`config.mk`:
```
export PLATFORM = sky130hd
export DESIGN_NAME = gcr_six_and_two_sector_decoder_unit
export DESIGN_NICKNAME = d
export VERILOG_FILES = /design/src/hdl/gcr62_pkg.sv /design/src/hdl/gcr_six_and_two_sector_decoder_unit.sv
export SDC_FILE = /design/constraint.sdc
export NUM_CORES = 1
export LEC_CHECK = 0
export BUFFER_PORTS_ARGS = -buffer_cell sky130_fd_sc_hd__buf_2
export CAP_MARGIN = 30
export CORE_MARGIN = 2
export CORE_UTILIZATION = 45
export CTS_CLUSTER_SIZE = 12
export DETAILED_ROUTE_END_ITERATION = 8
export PLACE_DENSITY_LB_ADDON = 0.2
export RECOVER_POWER = 50
export SYNTH_ARGS = -nofsm -noshare
export SYNTH_HDL_FRONTEND = slang
export SYNTH_SLANG_ARGS = --single-unit
```
`constraint.sdc`:
```
create_clock -name clk -period 4.8 [get_ports clk]
set_clock_uncertainty 0.05 [all_clocks]
set_input_delay 0.24 -clock clk [delete_from_list [all_inputs] [get_ports clk]]
set_output_delay 0.24 -clock clk [all_outputs]
set_load 0.005 [all_outputs]
```
`src/hdl/gcr62_pkg.sv`:
```
// Shared constants, types and the nibble translation function for the 6-and-2 GCR decoder.
package gcr62_pkg;

  localparam int unsigned AuxCount      = 86;
  localparam int unsigned DataCount     = 256;
  localparam int unsigned SectorNibbles = AuxCount + DataCount + 1;

  localparam int unsigned PosW  = $clog2(SectorNibbles);
  localparam int unsigned SlotW = $clog2(AuxCount);
  localparam int unsigned GrpW  = 2;

  localparam logic [PosW-1:0]  PosFirstData = PosW'(AuxCount);
  localparam logic [PosW-1:0]  PosChecksum  = PosW'(AuxCount + DataCount);
  localparam logic [SlotW-1:0] SlotLast     = SlotW'(AuxCount - 1);

  typedef logic [5:0] code6_t;
  typedef logic [PosW-1:0] pos_t;
  typedef logic [SlotW-1:0] slot_t;
  typedef logic [GrpW-1:0] grp_t;

  // Six-and-two write table; the decoder searches it for a matching code.
  localparam logic [7:0] WriteCode [64] = '{
    8'h96, 8'h97, 8'h9A, 8'h9B, 8'h9D, 8'h9E, 8'h9F, 8'hA6,
    8'hA7, 8'hAB, 8'hAC, 8'hAD, 8'hAE, 8'hAF, 8'hB2, 8'hB3,
    8'hB4, 8'hB5, 8'hB6, 8'hB7, 8'hB9, 8'hBA, 8'hBB, 8'hBC,
    8'hBD, 8'hBE, 8'hBF, 8'hCB, 8'hCD, 8'hCE, 8'hCF, 8'hD3,
    8'hD6, 8'hD7, 8'hD9, 8'hDA, 8'hDB, 8'hDC, 8'hDD, 8'hDE,
    8'hDF, 8'hE5, 8'hE6, 8'hE7, 8'hE9, 8'hEA, 8'hEB, 8'hEC,
    8'hED, 8'hEE, 8'hEF, 8'hF2, 8'hF3, 8'hF4, 8'hF5, 8'hF6,
    8'hF7, 8'hF9, 8'hFA, 8'hFB, 8'hFC, 8'hFD, 8'hFE, 8'hFF
  };

  // Inverse translation. Codes in the table are unique, so the matches are
  // mutually exclusive; a nibble outside the table decodes to zero.
  function automatic code6_t gcr_decode(input logic [7:0] nib);
    code6_t res;
    res = '0;
    for (int i = 0; i < 64; i++) begin
      if (WriteCode[i] == nib) begin
        res = code6_t'(i);
      end
    end
    return res;
  endfunction

endpackage

```
`src/hdl/gcr_six_and_two_sector_decoder_unit.sv`:
```
// Top level of the 6-and-2 GCR sector decoder: translation, checksum chain and aux store.
//
// Usage: the input stream carries one raw disk nibble per word on s_tdata.
// A sector is exactly 343 words: 86 auxiliary nibbles, 256 data nibbles and
// one checksum nibble; there is no resynchronization, so the caller must
// align the stream to a sector start. The auxiliary nibbles produce no
// output word. Each data nibble produces one output word with the decoded
// byte and its index 0..255, and the checksum nibble produces one status
// word, marked by m_tlast, whose checksum_ok bit tells whether the chained
// checksum matched.
// An accepted word that yields output is presented on the output channel
// in the next cycle. Throughput is one nibble per cycle while the receiver
// does not stall; the single-port-per-cycle aux store is read or written at
// most once per nibble, and its read register is the output pipeline stage.
// Reset clears the position, the checksum chain and the output valid. The
// aux store is not cleared; every entry is written before it is read.
// When the receiver stalls with a word pending, s_tready drops in the same
// cycle and nothing is lost; aux nibbles still need the output stage free.
module gcr_six_and_two_sector_decoder_unit (
  input  logic        clk,
  input  logic        rst,
  input  logic        s_tvalid,
  output logic        s_tready,
  input  logic [7:0]  s_tdata,   // [7:0] nibble
  output logic        m_tvalid,
  input  logic        m_tready,
  output logic [23:0] m_tdata,   // [7:0] data_byte, [15:8] byte_index, [16] checksum_ok
  output logic        m_tlast    // is_status: final checksum status word of the sector
);
  import gcr62_pkg::*;

  // Input-side state.
  pos_t   pos;
  slot_t  slot;
  grp_t   grp;
  code6_t running_check;

  // Output stage.
  logic       s1_valid;
  logic       s1_last;
  logic       s1_ok;
  code6_t     s1_code;
  grp_t       s1_grp;
  logic [7:0] s1_index;

  // Aux store: 86 entries of packed bit-swapped pairs.
  code6_t store [AuxCount];
  code6_t rd_q;

  logic   s_fire;
  logic   is_aux;
  logic   is_sum;
  code6_t code;
  code6_t chained;
  pos_t   data_k;
  logic [1:0] pair;

  assign s_tready = !s1_valid || m_tready;
  assign s_fire   = s_tvalid && s_tready;
  assign is_aux   = pos < PosFirstData;
  assign is_sum   = pos == PosChecksum;
  assign code     = gcr_decode(s_tdata);
  assign chained  = running_check ^ code;
  assign data_k   = pos - PosFirstData;

  // Position, slot/group counters and the checksum chain.
  always_ff @(posedge clk) begin
    if (rst) begin
      pos           <= '0;
      slot          <= '0;
      grp           <= '0;
      running_check <= '0;
    end else if (s_fire) begin
      if (is_sum) begin
        pos           <= '0;
        slot          <= '0;
        grp           <= '0;
        running_check <= '0;
      end else begin
        pos           <= pos + pos_t'(1);
        running_check <= chained;
        if (slot == SlotLast) begin
          slot <= '0;
          if (!is_aux) begin
            grp <= grp + grp_t'(1);
          end
        end else begin
          slot <= slot + slot_t'(1);
        end
      end
    end
  end

  // Store: aux nibbles write their entry, data nibbles read the matching one.
  // Writes and reads of one sector never touch the same entry in one cycle.
  always_ff @(posedge clk) begin
    if (s_fire && is_aux) begin
      store[slot] <= chained;
    end
    if (s_fire && !is_aux && !is_sum) begin
      rd_q <= store[slot];
    end
  end

  // Output stage control.
  always_ff @(posedge clk) begin
    if (rst) begin
      s1_valid <= 1'b0;
    end else if (s_tready) begin
      s1_valid <= s_fire && !is_aux;
    end
  end

  always_ff @(posedge clk) begin
    if (s_fire && !is_aux) begin
      s1_last  <= is_sum;
      s1_ok    <= is_sum && (running_check == code);
      s1_code  <= chained;
      s1_grp   <= grp;
      s1_index <= is_sum ? 8'h00 : data_k[7:0];
    end
  end

  always_comb begin
    case (s1_grp)
      2'd0:    pair = rd_q[1:0];
      2'd1:    pair = rd_q[3:2];
      2'd2:    pair = rd_q[5:4];
      default: pair = 2'b00;
    endcase
  end

  assign m_tvalid = s1_valid;
  assign m_tlast  = s1_last;
  assign m_tdata  = {7'd0, s1_ok, s1_index,
                     s1_last ? 8'h00 : {s1_code, pair[0], pair[1]}};

`ifndef SYNTH
  a_pos_range: assert property (@(posedge clk) disable iff (rst)
    pos <= PosChecksum)
    else $error("sector position out of range");

  a_slot_tracks_pos: assert property (@(posedge clk) disable iff (rst)
    (!is_aux && !is_sum) |->
      (PosW'(grp) * PosW'(AuxCount) + PosW'(slot)) == data_k)
    else $error("slot and group disagree with position");

  a_sum_restarts: assert property (@(posedge clk) disable iff (rst)
    (s_fire && is_sum) |=> (pos == '0 && running_check == '0 && m_tvalid && m_tlast))
    else $error("checksum nibble did not restart the sector");

  a_first_data: assert property (@(posedge clk) disable iff (rst)
    (s_fire && pos == PosFirstData) |=> (m_tvalid && !m_tlast && m_tdata[15:8] == 8'h00))
    else $error("first data word not at index zero");

  a_aux_silent: assert property (@(posedge clk) disable iff (rst)
    (s_fire && is_aux) |=> !m_tvalid)
    else $error("aux nibble produced an output word");
`endif

endmodule
```
# Word-level counts from Yosys, hierarchy flattened
# Memory sizes are Yosys's and may differ from the RTL's. A register that Yosys moved wholly into a read port is not among the register bits.
# Index checks and enable logic that the tools add are counted.
word_totals:
  output_inout_bits: 27
  n_memories: 1
  reg_bits: 43
  rom_bits: 0
  ramBits: 516
  latch_bits: 0
mem_list:
  columns: ["memory", "words", "width", "rd", "rd_ports_with_merged_regs", "wr", "line", "rtl"]
  rows:
  - ["store", 86, 6, 1, 1, 1, "gcr_six_and_two_sector_decoder_unit.sv:47", "code6_t store [AuxCount];"]
op_classes:
  addsub: 4
  n_reduce_logical: 12
  order_cmp: 1
  n_div: 0
  n_mul: 0
  eq_ne: 69
  bitwise_logic: 1
  n_shift: 0
  mux: 74
ops:
  columns: ["operator", "n"]
  rows:
  - ["8-bit == test, first input constant", 63]
  - ["6-bit two-way mux", 63]
  - ["7-bit two-way mux", 2]
  - ["9-bit by 1-bit adder with 9-bit output, second input constant", 1]
  - ["9-bit == test, second input constant", 1]
  - ["9-bit by 7-bit less-than comparator with 1-bit output, second input constant", 1]
  - ["9-bit two-way mux", 1]
  - ["8-bit two-way mux", 1]
  - ["8-bit by 7-bit subtractor with 8-bit output, second input constant", 1]
  - ["7-bit by 1-bit adder with 7-bit output, second input constant", 1]
  - ["7-bit == test, second input constant", 1]
  - ["6-bit == test", 1]
  - ["2-bit two-way mux", 3]
  - ["2-bit case mux with 3 select lines", 1]
  - ["6-bit bitwise XOR", 1]
  - ["1-bit logical AND", 5]
  - ["1-bit zero test", 3]
  - ["1-bit two-way mux", 3]
  - ["3-bit AND reduction", 1]
  - ["2-bit by 1-bit adder with 2-bit output, second input constant", 1]
  - ["2-bit by 1-bit == test with 1-bit output, second input constant", 1]
  - ["2-bit == test, second input constant", 1]
  - ["2-bit zero test", 1]
  - ["2-bit by 1-bit inequality test with 1-bit output, second input constant", 1]
  - ["other kinds (2)", 2]

# Logic depth before layout (Yosys ltp)
# Gate-level depths: netlist (run 1).
depth:
  depth_word: 66
  depth_mapped: 11
  mapped_depth_nobuf: 8

# Worst setup path after synthesis (run 1)
# Ideal clock, no wire load.
synth_path:
  path_kind: "input port to flip-flop"
  start: "input port s_tdata[3]"
  end: "register s1_code[0], data pin"
  arrival_time_ns: 3.751
  setup_time_ns: 0.666
  stages: 8
  slack_ns: 0.333
  required_ns: 4.084
  path_buffers: 2
  path_cell_list: "buf_2 buf_2 xor2_1 a22oi_1 nor3_1 o41ai_2 nand3_1 xor2_1"
synth_via:
  elab_chain_len: 65
  word_cells_on_any_way: 127
synth_lines:
  columns: ["item", "line", "rtl"]
  rows:
  - ["start: declaration", "gcr_six_and_two_sector_decoder_unit.sv:24", "input logic [7:0] s_tdata,"]
  - ["8-bit == test", "gcr62_pkg.sv:39", "if (WriteCode[i] == nib) begin"]
  - ["1-bit two-way mux", "gcr62_pkg.sv:39", null]
  - ["6-bit two-way mux (61 in series)", "gcr62_pkg.sv:39", null]
  - ["6-bit two-way mux *", "gcr62_pkg.sv:39", null]
  - ["6-bit bitwise XOR *", "gcr_six_and_two_sector_decoder_unit.sv:63", "assign chained = running_check ^ code;"]
  - ["via chained[0]", "gcr_six_and_two_sector_decoder_unit.sv:54", "code6_t chained;"]
  - ["end signal: assignment", "gcr_six_and_two_sector_decoder_unit.sv:118", "s1_code <= chained;"]
  - ["end: declaration", "gcr_six_and_two_sector_decoder_unit.sv:42", "code6_t s1_code;"]
# Mark *: on every way through the listed nets, which the timed path passes. The rest lies on a longest branch.
# A chain may end at the register's enable or synchronous reset.

# Worst setup path in the final report (run 1)
layout_path:
  start: "input port s_tdata[2]"
  end: "register s1_ok, data pin"
layout_via:
  elab_chain_len: 66
  word_cells_on_any_way: 128
layout_lines:
  columns: ["item", "line", "rtl"]
  rows:
  - ["8-bit == test", "gcr62_pkg.sv:39", null]
  - ["1-bit two-way mux", "gcr62_pkg.sv:39", null]
  - ["6-bit two-way mux (61 in series)", "gcr62_pkg.sv:39", null]
  - ["6-bit two-way mux *", "gcr62_pkg.sv:39", null]
  - ["6-bit == test *", "gcr_six_and_two_sector_decoder_unit.sv:117", "s1_ok <= is_sum && (running_check == code);"]
  - ["1-bit logical AND *", "gcr_six_and_two_sector_decoder_unit.sv:117", null]
  - ["end signal: assignment", "gcr_six_and_two_sector_decoder_unit.sv:117", null]
  - ["end: declaration", "gcr_six_and_two_sector_decoder_unit.sv:41", "logic s1_ok;"]
# Mark *: on every way between the ends. The rest lies on a longest branch, timed or not.

==> results of run 1 <==
-- synthesized netlist by cell type (4+ instances only) --
| master | n |
|---|---|
| sky130_fd_sc_hd__edfxtp_1 | 540 |
| sky130_fd_sc_hd__nor2_1 | 188 |
| sky130_fd_sc_hd__a21oi_1 | 90 |
| sky130_fd_sc_hd__nand2_1 | 88 |
| sky130_fd_sc_hd__a221oi_1 | 58 |
| sky130_fd_sc_hd__a22oi_1 | 53 |
| sky130_fd_sc_hd__buf_2 | 52 |
| sky130_fd_sc_hd__mux2i_1 | 50 |
| sky130_fd_sc_hd__o21ai_0 | 49 |
| sky130_fd_sc_hd__mux2_2 | 46 |
| sky130_fd_sc_hd__clkbuf_1 | 39 |
| sky130_fd_sc_hd__nand3_1 | 28 |
| sky130_fd_sc_hd__buf_4 | 25 |
| sky130_fd_sc_hd__dfxtp_1 | 25 |
| sky130_fd_sc_hd__nor2b_1 | 25 |
| sky130_fd_sc_hd__mux4_2 | 20 |
| sky130_fd_sc_hd__o221ai_1 | 16 |
| sky130_fd_sc_hd__nor3_1 | 14 |
| sky130_fd_sc_hd__nand2b_1 | 13 |
| sky130_fd_sc_hd__xnor2_1 | 12 |
| sky130_fd_sc_hd__xor2_1 | 12 |
| sky130_fd_sc_hd__inv_1 | 10 |
| sky130_fd_sc_hd__nand4_1 | 9 |
| sky130_fd_sc_hd__nor4_1 | 9 |
| sky130_fd_sc_hd__a211oi_1 | 8 |
| sky130_fd_sc_hd__o22ai_1 | 8 |
| sky130_fd_sc_hd__a2111oi_0 | 7 |
| sky130_fd_sc_hd__buf_6 | 7 |
| sky130_fd_sc_hd__o211ai_1 | 7 |
| sky130_fd_sc_hd__or3_1 | 7 |
| sky130_fd_sc_hd__a311oi_1 | 6 |
| sky130_fd_sc_hd__a31oi_1 | 6 |
| sky130_fd_sc_hd__and2_1 | 6 |
| sky130_fd_sc_hd__and3_1 | 5 |
| sky130_fd_sc_hd__ha_1 | 5 |
| sky130_fd_sc_hd__o31ai_1 | 5 |
| sky130_fd_sc_hd__a22o_1 | 4 |
| sky130_fd_sc_hd__buf_1 | 4 |
| sky130_fd_sc_hd__o311ai_0 | 4 |
| sky130_fd_sc_hd__o31a_1 | 4 |
-- area by class of cell --
class,count,area [um2]
clock buffer,83,1580
clock inverter,16,103
fill,4380,26100
inverter,13,48.8
multi-input combinational,951,6510
sequential,565,16700
tap,688,861
timing repair buffer,91,614
-- power by group through the flow --
stage	Clock, uW	Combinational [uW]	Sequential [uW]
2_1_floorplan	0	507	5680
4_1_cts	4150	861	5580
5_1_grt	4340	900	5590
6_report	4100	848	5590
3_5_place_dp	0	859	5680
3_3_place_gp	0	852	5680
-- worst paths after layout --
path | start | slack (ns) | depth (start not counted) | to
max reg2reg | slot[1] | 0.98 | 7 | rd_q[3]
max | s_tdata[2] | 0.81 | 8 | s1_ok
min | s_tvalid | 0.20 | 4 | running_check[0]
min reg2reg | grp[1] | 0.40 | 0 | s1_grp[1]
-- registers in the layout, summed over array words and instances (netlist names) --
name           flops
store            516
s1_ok              1
grp                2
s1_code            6
slot               7
m_tlast            1
s1_index           8
pos                9
rd_q               6
m_tvalid           1
running_check      6
s1_grp             2
-- cells by family (layout without fill, tap and decap cells) --
group / count (synthesis) / count (layout) / synth area share, %
flops: 565 / 565 / 70.0
other cells: 1 / 7 / 0.0157
compound gates: 371 / 371 / 11.1
buf+inv: 140 / 203 / 3.09
xor+xnor: 24 / 24 / 0.881
simple gates: 427 / 427 / 8.44
mux: 117 / 117 / 6.22
fa+ha+maj: 5 / 5 / 0.262
-- layout by cell type, fill, tap and decap left out, types with 20 or more instances in the layout --
master / instances
sky130_fd_sc_hd__mux2i_1: 50
sky130_fd_sc_hd__o21ai_0: 50
sky130_fd_sc_hd__nor2b_1: 21
sky130_fd_sc_hd__mux4_2: 20
sky130_fd_sc_hd__dfxtp_1: 21
sky130_fd_sc_hd__edfxtp_1: 540
sky130_fd_sc_hd__a221oi_1: 58
sky130_fd_sc_hd__a22oi_1: 53
sky130_fd_sc_hd__buf_4: 45
sky130_fd_sc_hd__clkbuf_1: 43
sky130_fd_sc_hd__nand2_1: 88
sky130_fd_sc_hd__nor2_1: 186
sky130_fd_sc_hd__nand3_1: 28
sky130_fd_sc_hd__mux2_2: 46
sky130_fd_sc_hd__clkbuf_16: 58
sky130_fd_sc_hd__a21oi_1: 90
-- metrics by stage --
stage	cells	cell area [um2]	hold WS, ns
finish	2407	26400	0.202
global route	2407	26400	0.225
CTS	2407	26500	0.185
detailed placement	2305	24800	0.395
global placement	2304	24800	0.383
floorplan	1656	23900	0.262
-- routing by layer --
layer,routed length (um),share of wire (%)
met4,1660,2.5
met1,27900,42
met5,0,0
met3,6310,9.4
met2,31100,46
-- worst max-delay path: stages --
cell	delay, ns
sky130_fd_sc_hd__clkbuf_1	1.11
sky130_fd_sc_hd__nand2_1	0.45
sky130_fd_sc_hd__a21oi_1	0.23
sky130_fd_sc_hd__a211oi_1	0.12
sky130_fd_sc_hd__nand4_1	0.25
sky130_fd_sc_hd__xor2_4	0.17
sky130_fd_sc_hd__clkbuf_1	1.41
sky130_fd_sc_hd__nor4_1	0.21
==> parameters.txt, run 1 <==
Parameter                              Value

Min path
  Path category of the worst min-delay check ... input port to flip-flop

Logic synthesis
  Post-synthesis cell type count ... 94
  Fraction of the yosys area taken by sequential cells ... 70.0%
  Average size of a mapped cell ... 14.5 um2
  Async set-or-reset flop fraction in the synthesized netlist ... 0%
  Count of yosys warnings during synthesis ... 0
  Number of enable flip-flop cells after synthesis ... 540
  Number of synthesized register bits ... 565
  Cells after synthesis ... 1650
  Most used flip-flop cell after synthesis ... sky130_fd_sc_hd__edfxtp_1
  Biggest area consumer among synthesized cells ... sky130_fd_sc_hd__edfxtp_1
  Post-synthesis instance area ... 23900 um2
  Ranking of synthesized cells by area ... sky130_fd_sc_hd__edfxtp_1, sky130_fd_sc_hd__nor2_1, sky130_fd_sc_hd__mux2_2, sky130_fd_sc_hd__a221oi_1, sky130_fd_sc_hd__dfxtp_1
  Fraction of synthesized cell area taken by the top area cell type ... 67.9%

Routing
  Pre-antenna DRT Iters ... 6
  Routed Wire Length ... 66900 um
  Antenna-violating nets left ... 0
  Drt initial violations ... 1820
  DRC Markers ... 0
  Wire length per cell ... 27.8 um
  Total via count after detailed routing ... 15137
  Via density per instance ... 6.29

Placed design
  Placement Setup Slack ... 1.07 ns
  Placer congestion estimate ... 0.911
  PortBufs ... 31
  Detailed placement HPWL ... 41100 um

Timing
  Final setup slack of the worst path ... 0.806 ns
  # setup viols final ... 0
  Max_slew headroom ... -31.1%
  Setup repair after global routing missed its margin ... false
  Post-route fraction of the period consumed by the critical path ... 83.2%
  Slew of the pin with the lowest slew margin ... 1.97 ns
  Hold violation count in the final report ... 0
  Setup_tns ... 0 ns
  Min Tclk post-route ... 3.99 ns
  Fin. max-slew vios ... 106
  Highest clock frequency the design can meet ... 0.250 GHz

Clocking
  Post-CTS Hold Fix Bufs ... 3
  CTS H-tree depth ... 2
  Clock buffer count from CTS ... 57
  Clock-pin transition on the worst setup and hold timing paths ... 0.06 ns
  Maximum count of clock buffers along a single path ... 3
  Post-CTS sizing ... 0
  Number of buffers added for setup after CTS ... 0
  TritonCTS clock tree ... yes
  Root buf cell ... sky130_fd_sc_hd__clkbuf_16
  Skew-Pair Late Insertion Delay ... 0.62 ns
  Sink Count ... 565

Pwr
  Switching portion of total power ... 23.3%
  Reported leakage power ... 0.00827 uW
  Power after layout ... 10500 uW
  Part of the power in registers ... 53.1%
  Power density over the cells ... 398 nW/um2
  Worst IR Drop VDD ... 267 uV
  Int Power ... 8080 uW
  Comb power frac ... 8.1%
  Relative contribution of the clock network to total power ... 38.9%
  Sw power ... 2450 uW

Global routing
  First-pass GRT wire length ... 97600 um
  Leftover overflow at the end of global routing ... 0
  Met2 GRT Util ... 37.8%
  Busiest layer in global routing ... met2
  Via count of the first global-routing pass ... 14522
  Met1 track demand over resource ... 35.4%
  Overall fraction of global-route tracks in use ... 24.3%
  Antenna violations before repair ... 0
  Maximum number of pins on one net before global-route repair ... 89
  Met3 usage in global routing ... 3.99%

Floorplanning
  Height of the die ... 234 um
  Standard cell core area ... 52600 um2
  Site row count ... 84
  Horizontal extent of the die ... 234 um
  Ports placed on the boundary ... 39
  Starting Density ... 45.4%
  Full die area ... 54900 um2

Worst setup path
  WS Path Type ... input port to flip-flop
  Worst endpoint data arrival time ... 4.20 ns
  Kind of start point of the critical path ... input port
  Required arrival time at the worst endpoint ... 5.01 ns
  Peak fanout along the critical path ... 41
  Critical path endpoint category ... flip-flop

Cells and area
  Count of inserted antenna diode cells ... 0
  Signed area change from the synthesized netlist to the final layout ... 10.8%
  Final net count ... 1696
  Ratio of cells with drive above 1 in the final layout ... 13.4%
  Final core area utilization ... 50.3%

Run status
  Failing checks ... capacitance limit, slew limit
  Run status ... finished with violations

Flow run
  Number of max-capacitance violations reported ... 3
Note: power is estimated with default switching activity, not from simulation.
==> run 2: changes to the inputs <==
==> constraint.sdc (replaced) <==
create_clock -name clk -period 4.03 [get_ports clk]
set_clock_uncertainty 0.05 [all_clocks]
set_input_delay 0.2015 -clock clk [delete_from_list [all_inputs] [get_ports clk]]
set_output_delay 0.2015 -clock clk [all_outputs]
set_load 0.005 [all_outputs]
==> parameters.txt, run 2 (same netlist as run 1, synthesis figures left out) <==
Parameter                              Value

Run status
  Run status ... finished with violations
  Failing checks ... capacitance limit, slew limit

Timing
  Setup repair after global routing missed its margin ... false
  Post-route fraction of the period consumed by the critical path ... 90.2%
  Fin. max-slew vios ... 40 (-62%)
  Setup_tns ... 0 ns (unchanged)
  Min Tclk post-route ... 3.64 ns
  Max_slew headroom ... -8.20% (+23 points)
  Slew of the pin with the lowest slew margin ... 1.62 ns (-0.343 ns)
  Highest clock frequency the design can meet ... 0.275 GHz
  WHS ... 0.0263 ns (-0.175 ns)
  # setup viols final ... 0 (unchanged)
  Hold violation count in the final report ... 0 (unchanged)

Placed design
  PortBufs ... 31 (unchanged)
  Detailed placement HPWL ... 40700 um (-1.0%)
  Placer congestion estimate ... 0.866 (-4.9%)

Worst setup path
  Reg-to-reg slack, setup ... 0.59 ns (-0.39 ns)
  Crit path launch ... s_tdata[3]
  Kind of start point of the critical path ... input port
  R2r startpoint ... pos[1]
  Required arrival time at the worst endpoint ... 4.24 ns (-0.77 ns)
  Worst endpoint data arrival time ... 3.85 ns (-0.35 ns)
  Critical path endpoint category ... flip-flop
  WS Path Type ... input port to flip-flop
  Peak fanout along the critical path ... 87 (+110%)

Cells and area
  Biggest register ... store
  Ratio of cells with drive above 1 in the final layout ... 13.9% (+0.50 points)
  Leading cell types in the layout, fill and taps excluded ... sky130_fd_sc_hd__edfxtp_1, sky130_fd_sc_hd__nor2_1, sky130_fd_sc_hd__a21oi_1, sky130_fd_sc_hd__nand2_1, sky130_fd_sc_hd__a221oi_1
  Total area of sequential cells ... 16700 um2 (unchanged)
  Signed area change from the synthesized netlist to the final layout ... 10.6%
  Filler Cells Inserted ... 4465 (+1.9%)
  Number of flip-flops in the largest register ... 516 (unchanged)
  Final net count ... 1697 (+0.059%)
  Most common cell after layout, fill and taps aside ... sky130_fd_sc_hd__edfxtp_1
  Area occupied by multi-input gates ... 6510 um2 (about the same)
  Registers with the most flip-flops ... store: 516 flops, pos: 9 flops, s1_index: 8 flops
  Count of inserted antenna diode cells ... 0 (unchanged)

Global routing
  Overall fraction of global-route tracks in use ... 24.7% (+0.40 points)
  Maximum number of pins on one net before global-route repair ... 89 (unchanged)
  First-pass GRT wire length ... 99000 um (+1.5%)
  Leftover overflow at the end of global routing ... 0 (unchanged)
  Via count of the first global-routing pass ... 14681 (+1.1%)
  Antenna violations before repair ... 0 (unchanged)

Min path
  Path category of the worst min-delay check ... input port to flip-flop
  Startpoint of the lowest-slack hold path ... s_tvalid

Routing
  Via density per instance ... 6.28 (-0.14%)
  Routed Wire Length ... 67400 um (+0.75%)
  Antenna-violating nets left ... 0 (unchanged)
  Wire length per cell ... 28.1 um (+1.2%)
  Total via count after detailed routing ... 15047 (-0.59%)
  DRC Markers ... 0 (unchanged)
  Drt initial violations ... 1702 (-6.5%)
  Pre-antenna DRT Iters ... 7 (+1)

Clocking
  Skew-Pair Late Insertion Delay ... 0.62 ns (about the same)
  Sink Count ... 565 (unchanged)
  Post-CTS sizing ... 0 (unchanged)
  Clock buffer count from CTS ... 56 (-1.8%)
  Maximum count of clock buffers along a single path ... 3 (unchanged)
  Root buf cell ... sky130_fd_sc_hd__clkbuf_16
  TritonCTS clock tree ... yes
  CTS H-tree depth ... 2 (unchanged)
  Clock-pin transition on the worst setup and hold timing paths ... 0.06 ns (about the same)

Floorplanning
  Height of the die ... 234 um (unchanged)
  Horizontal extent of the die ... 234 um (unchanged)
  Starting Density ... 45.4% (unchanged)
  Standard cell core area ... 52600 um2 (unchanged)
  Ports placed on the boundary ... 39 (unchanged)
  Site row count ... 84 (unchanged)
  Full die area ... 54900 um2 (unchanged)

Pwr
  Reported leakage power ... 0.00827 uW (about the same)
  Worst IR Drop VDD ... 442 uV (+65%)
  Power density over the cells ... 470 nW/um2 (+18%)

Flow run
  Number of max-capacitance violations reported ... 1 (-2)
==> run 2: cell types whose count changed in the layout (fill, tap and decap cells not counted), moves of 2 or more <==
cell / previous run / this run
sky130_fd_sc_hd__buf_2: 13 / 17
sky130_fd_sc_hd__buf_4: 45 / 48
sky130_fd_sc_hd__clkbuf_1: 43 / 26
sky130_fd_sc_hd__clkbuf_8: 3 / 0
sky130_fd_sc_hd__inv_1: 11 / 9
sky130_fd_sc_hd__inv_2: 0 / 2
sky130_fd_sc_hd__inv_6: 0 / 2
==> run 2: critical path, stage by stage <==
cell and delay [ns]:
sky130_fd_sc_hd__clkbuf_1 1.15, sky130_fd_sc_hd__nand2_1 0.49, sky130_fd_sc_hd__o41ai_1 0.52, sky130_fd_sc_hd__a311oi_1 0.09, sky130_fd_sc_hd__nand4_1 0.29, sky130_fd_sc_hd__xor2_4 0.18, sky130_fd_sc_hd__buf_4 0.83
==> run 2: per-layer routing <==
metal,global-route usage [%],wire [um],vias up
met5,0,0,-
met4,9.94,2610,0
met1,34.5,28100,7631
li1,-,-,6508
met2,38.4,31000,756
met3,4.72,5750,152
==> run 2: stage by stage <==
stage               setup slack (ns)  util, %  instances  area [um2]  total power (uW)
floorplan                      0.697        -       1656       23900              7360
global placement               0.553     47.3       2305       24900              7800
detailed placement             0.618     47.4       2307       24900              7800
CTS                            0.602     50.4       2396       26500             12500
global route                   0.178     50.2       2396       26400             12700
finish                         0.395     50.2       2396       26400             12400
==> run 2: final cells by class <==
type,count,area share [%]
clock buffers,70,5.59
clock inverters,16,0.394
inverters,13,0.185
multi-input cells,951,24.7
flip-flops and latches,565,63.4
well taps,688,3.26
repair buffers,93,2.51
==> run 2: final timing paths <==
path | to | cells past startpoint
max | store[0][1] | 7
min | running_check[0] | 5
max reg2reg | store[0][0] | 8
min reg2reg | s1_grp[1] | 0
==> run 2: repair_timing <==
item,4_1_cts,5_1_grt
buffers inserted,0,0
hold buffers,3,0
endpoints found under the hold margin,11,0
==> run 2: power breakdown <==
part / switching [uW] / internal (uW)
logic: 737 / 280
registers: 43.4 / 6610
clock network: 2130 / 2610
total: 2910 / 9500
==> run 3: changes to the inputs <==
==> constraint.sdc (replaced) <==
create_clock -name clk -period 3.7 [get_ports clk]
set_clock_uncertainty 0.05 [all_clocks]
set_input_delay 0.185 -clock clk [delete_from_list [all_inputs] [get_ports clk]]
set_output_delay 0.185 -clock clk [all_outputs]
set_load 0.01 [all_outputs]
==> parameters.txt, run 3 (same netlist as run 1, synthesis figures left out) <==
Parameter                              Value

Routing
  Pre-antenna DRT Iters ... 8 (+1)
  Max layer used ... met4
  Via density per instance ... 6.31 (+0.42%)
  Detailed-route wire length on metal 1 ... 27100 um (-3.5%)
  Drt initial violations ... 2123 (+25%)
  Total via count after detailed routing ... 15287 (+1.6%)
  DRC Markers ... 0 (unchanged)
  Antenna-violating nets left ... 0 (unchanged)
  Metal3 WL ... 6260 um (+8.8%)
  Sum of met2 wire segment lengths after detailed routing ... 31200 um (+0.72%)
  Routed Wire Length ... 67300 um (-0.28%)
  Wire length per cell ... 27.7 um (-1.4%)

Worst setup path
  Count of buffer and inverter cells on the critical path ... 1 (-1)
  Reg-to-reg slack, setup ... 0.25 ns (-0.34 ns)
  RR Endpoint ... store[80][4]
  Ordered list of cells on the worst path ... ha_1 -> o21a_1 -> o21ai_0 -> nand2_1 -> nor2_1 -> buf_4 -> nand2_1 -> nor2_1
  Endpoint of the worst setup timing path ... store[80][4]
  Total number of cells along the worst setup path ... 8 (+1)
  WS Path Type ... flip-flop to flip-flop
  Worst reg-to-reg path cell count ... 8 (unchanged)
  Crit path launch ... pos[1]
  Critical-path top delay cell ... sky130_fd_sc_hd__nor2_1
  Peak fanout along the critical path ... 11 (-87%)
  Delay of the slowest critical-path stage ... 0.68 ns (-0.47 ns)
  Worst endpoint data arrival time ... 3.64 ns (-0.21 ns)
  Kind of start point of the critical path ... flip-flop
  R2r startpoint ... pos[1]
  Critical path endpoint category ... flip-flop
  Required arrival time at the worst endpoint ... 3.88 ns (-0.36 ns)
  Top Family by Delay on Critical Path ... simple AND/OR/NAND/NOR gates

Cells and area
  Post-layout instance count excluding filler cells ... 2424 (+1.2%)
  Count of inserted antenna diode cells ... 0 (unchanged)
  Biggest register ... store
  Filler Cells Inserted ... 4415 (-1.1%)
  Final instance area ... 26600 um2 (+0.65%)
  Signed area change from the synthesized netlist to the final layout ... 11.3%
  Final net count ... 1726 (+1.7%)
  Registers with the most flip-flops ... store: 516 flops, pos: 9 flops, s1_index: 8 flops
  Leading cell types in the layout, fill and taps excluded ... sky130_fd_sc_hd__edfxtp_1, sky130_fd_sc_hd__nor2_1, sky130_fd_sc_hd__a21oi_1, sky130_fd_sc_hd__nand2_1, sky130_fd_sc_hd__buf_4
  Ratio of cells with drive above 1 in the final layout ... 14.7% (+0.87 points)
  Most common cell after layout, fill and taps aside ... sky130_fd_sc_hd__edfxtp_1
  Number of flip-flops in the largest register ... 516 (unchanged)

Pwr
  Worst IR Drop VDD ... 383 uV (-13%)
  Part of the power in registers ... 53.4% (-0.2 points)
  Relative contribution of the clock network to total power ... 38.4% (+0.2 points)
  Power density over the cells ... 511 nW/um2 (+8.7%)
  Comb power frac ... 8.2% (about the same)
  Int Power ... 10400 uW (+9.9%)
  Sw power ... 3130 uW (+7.6%)
  Switching portion of total power ... 23.1% (-0.38 points)
  Reported leakage power ... 0.00840 uW (+1.5%)

Timing
  Slew of the pin with the lowest slew margin ... 2.11 ns (+0.488 ns)
  # setup viols final ... 0 (unchanged)
  Fin. max-slew vios ... 135 (+240%)
  Max_slew headroom ... -40.7% (-33 points)
  Setup repair after global routing missed its margin ... false
  Highest clock frequency the design can meet ... 0.290 GHz
  WHS ... 0.170 ns (+0.144 ns)
  Final setup slack of the worst path ... 0.248 ns (-0.147 ns)
  Min Tclk post-route ... 3.45 ns
  Post-route fraction of the period consumed by the critical path ... 93.3%
  Setup_tns ... 0 ns (unchanged)
  Hold violation count in the final report ... 0 (unchanged)

Floorplanning
  Full die area ... 54900 um2 (unchanged)
  Height of the die ... 234 um (unchanged)
  Ports placed on the boundary ... 39 (unchanged)
  Standard cell core area ... 52600 um2 (unchanged)
  Starting Density ... 45.4% (unchanged)
  Horizontal extent of the die ... 234 um (unchanged)
  Site row count ... 84 (unchanged)

Placed design
  Placement Setup Slack ... 0.283 ns (-0.335 ns)
  Count of placed standard cells including taps ... 2336 (+1.3%)
  PortBufs ... 31 (unchanged)
  Cell area after placement ... 25100 um2 (+0.67%)
  Detailed placement HPWL ... 42500 um (+4.4%)
  Placer congestion estimate ... 0.914 (+5.6%)

Flow run
  Number of max-capacitance violations reported ... 2 (+1)

Clocking
  Number of buffers added for setup after CTS ... 0 (unchanged)
  Clock-pin transition on the worst setup and hold timing paths ... 0.06 ns (about the same)
  Skew-Pair Late Insertion Delay ... 0.60 ns (-0.02 ns)
  Sink Count ... 565 (unchanged)
  Clock buffer count from CTS ... 56 (unchanged)
  Root buf cell ... sky130_fd_sc_hd__clkbuf_16
  Maximum count of clock buffers along a single path ... 3 (unchanged)
  Post-CTS sizing ... 0 (unchanged)
  CTS H-tree depth ... 2 (unchanged)
  Post-CTS Hold Fix Bufs ... 3 (unchanged)
  TritonCTS clock tree ... yes

Global routing
  First-pass GRT wire length ... 100000 um (+0.98%)
  Via count of the first global-routing pass ... 14804 (+0.84%)
  Antenna violations before repair ... 0 (unchanged)
  Overall fraction of global-route tracks in use ... 24.9% (+0.15 points)
  Maximum number of pins on one net before global-route repair ... 88 (-1.1%)
  Leftover overflow at the end of global routing ... 0 (unchanged)

Run status
  Failing checks ... capacitance limit, slew limit
  Run status ... finished with violations

Min path
  Path category of the worst min-delay check ... input port to flip-flop
run 3: routing by layer:
metal,up-vias,GRT usage [%]
li1,6551,-
met1,7686,34.6
met2,890,38.7
met3,160,4.94
met4,0,10.0
met5,-,0
run 3: how the worst min path moves through the flow:
| stage | startpoint | endpoint | slack [ns] | depth (start not counted) |
|---|---|---|---|---|
| finish | s_tvalid | running_check[0] | 0.17 | 4 |
| global route | s_tvalid | running_check[0] | 0.23 | 4 |
| CTS | s_tvalid | running_check[0] | 0.19 | 4 |
| detailed placement | grp[1] | s1_grp[1] | 0.40 | 0 |
| global placement | grp[1] | s1_grp[1] | 0.38 | 0 |
| floorplan | rst | grp[0] | 0.21 | 1 |
run 3: power groups by stage:
stage          logic (uW)  registers [uW]  clock network (uW)
5_1_grt              1190            7250                5530
3_5_place_dp         1130            7370                   0
4_1_cts              1130            7230                5270
2_1_floorplan         664            7360                   0
6_report             1120            7250                5210
3_3_place_gp         1120            7370                   0
run 3: final cells by class:
cell class | count | area, um2 | share of cell area [%]
Tap cell | 688 | 861 | 3.24
Clock inverter | 13 | 108 | 0.405
Clock buffer | 72 | 1490 | 5.62
Inverter | 13 | 48.8 | 0.184
Multi-Input combinational cell | 951 | 6490 | 24.4
Sequential cell | 565 | 16700 | 63.0
Timing Repair Buffer | 122 | 831 | 3.13
run 3: tightest hold or removal path, stage by stage:
cell and delay [ns]:
sky130_fd_sc_hd__buf_2 0.08, sky130_fd_sc_hd__nand2_1 0.28, sky130_fd_sc_hd__nand2_1 0.17, sky130_fd_sc_hd__a21oi_1 0.05
run 3: stage by stage:
| stage | total power, uW | util (%) |
|---|---|---|
| 6_report | 13600 | 50.5 |
| 5_1_grt | 14000 | 50.5 |
| 4_1_cts | 13600 | 50.8 |
| 3_5_place_dp | 8500 | 47.7 |
| 3_3_place_gp | 8490 | 47.7 |
| 2_1_floorplan | 8020 | - |
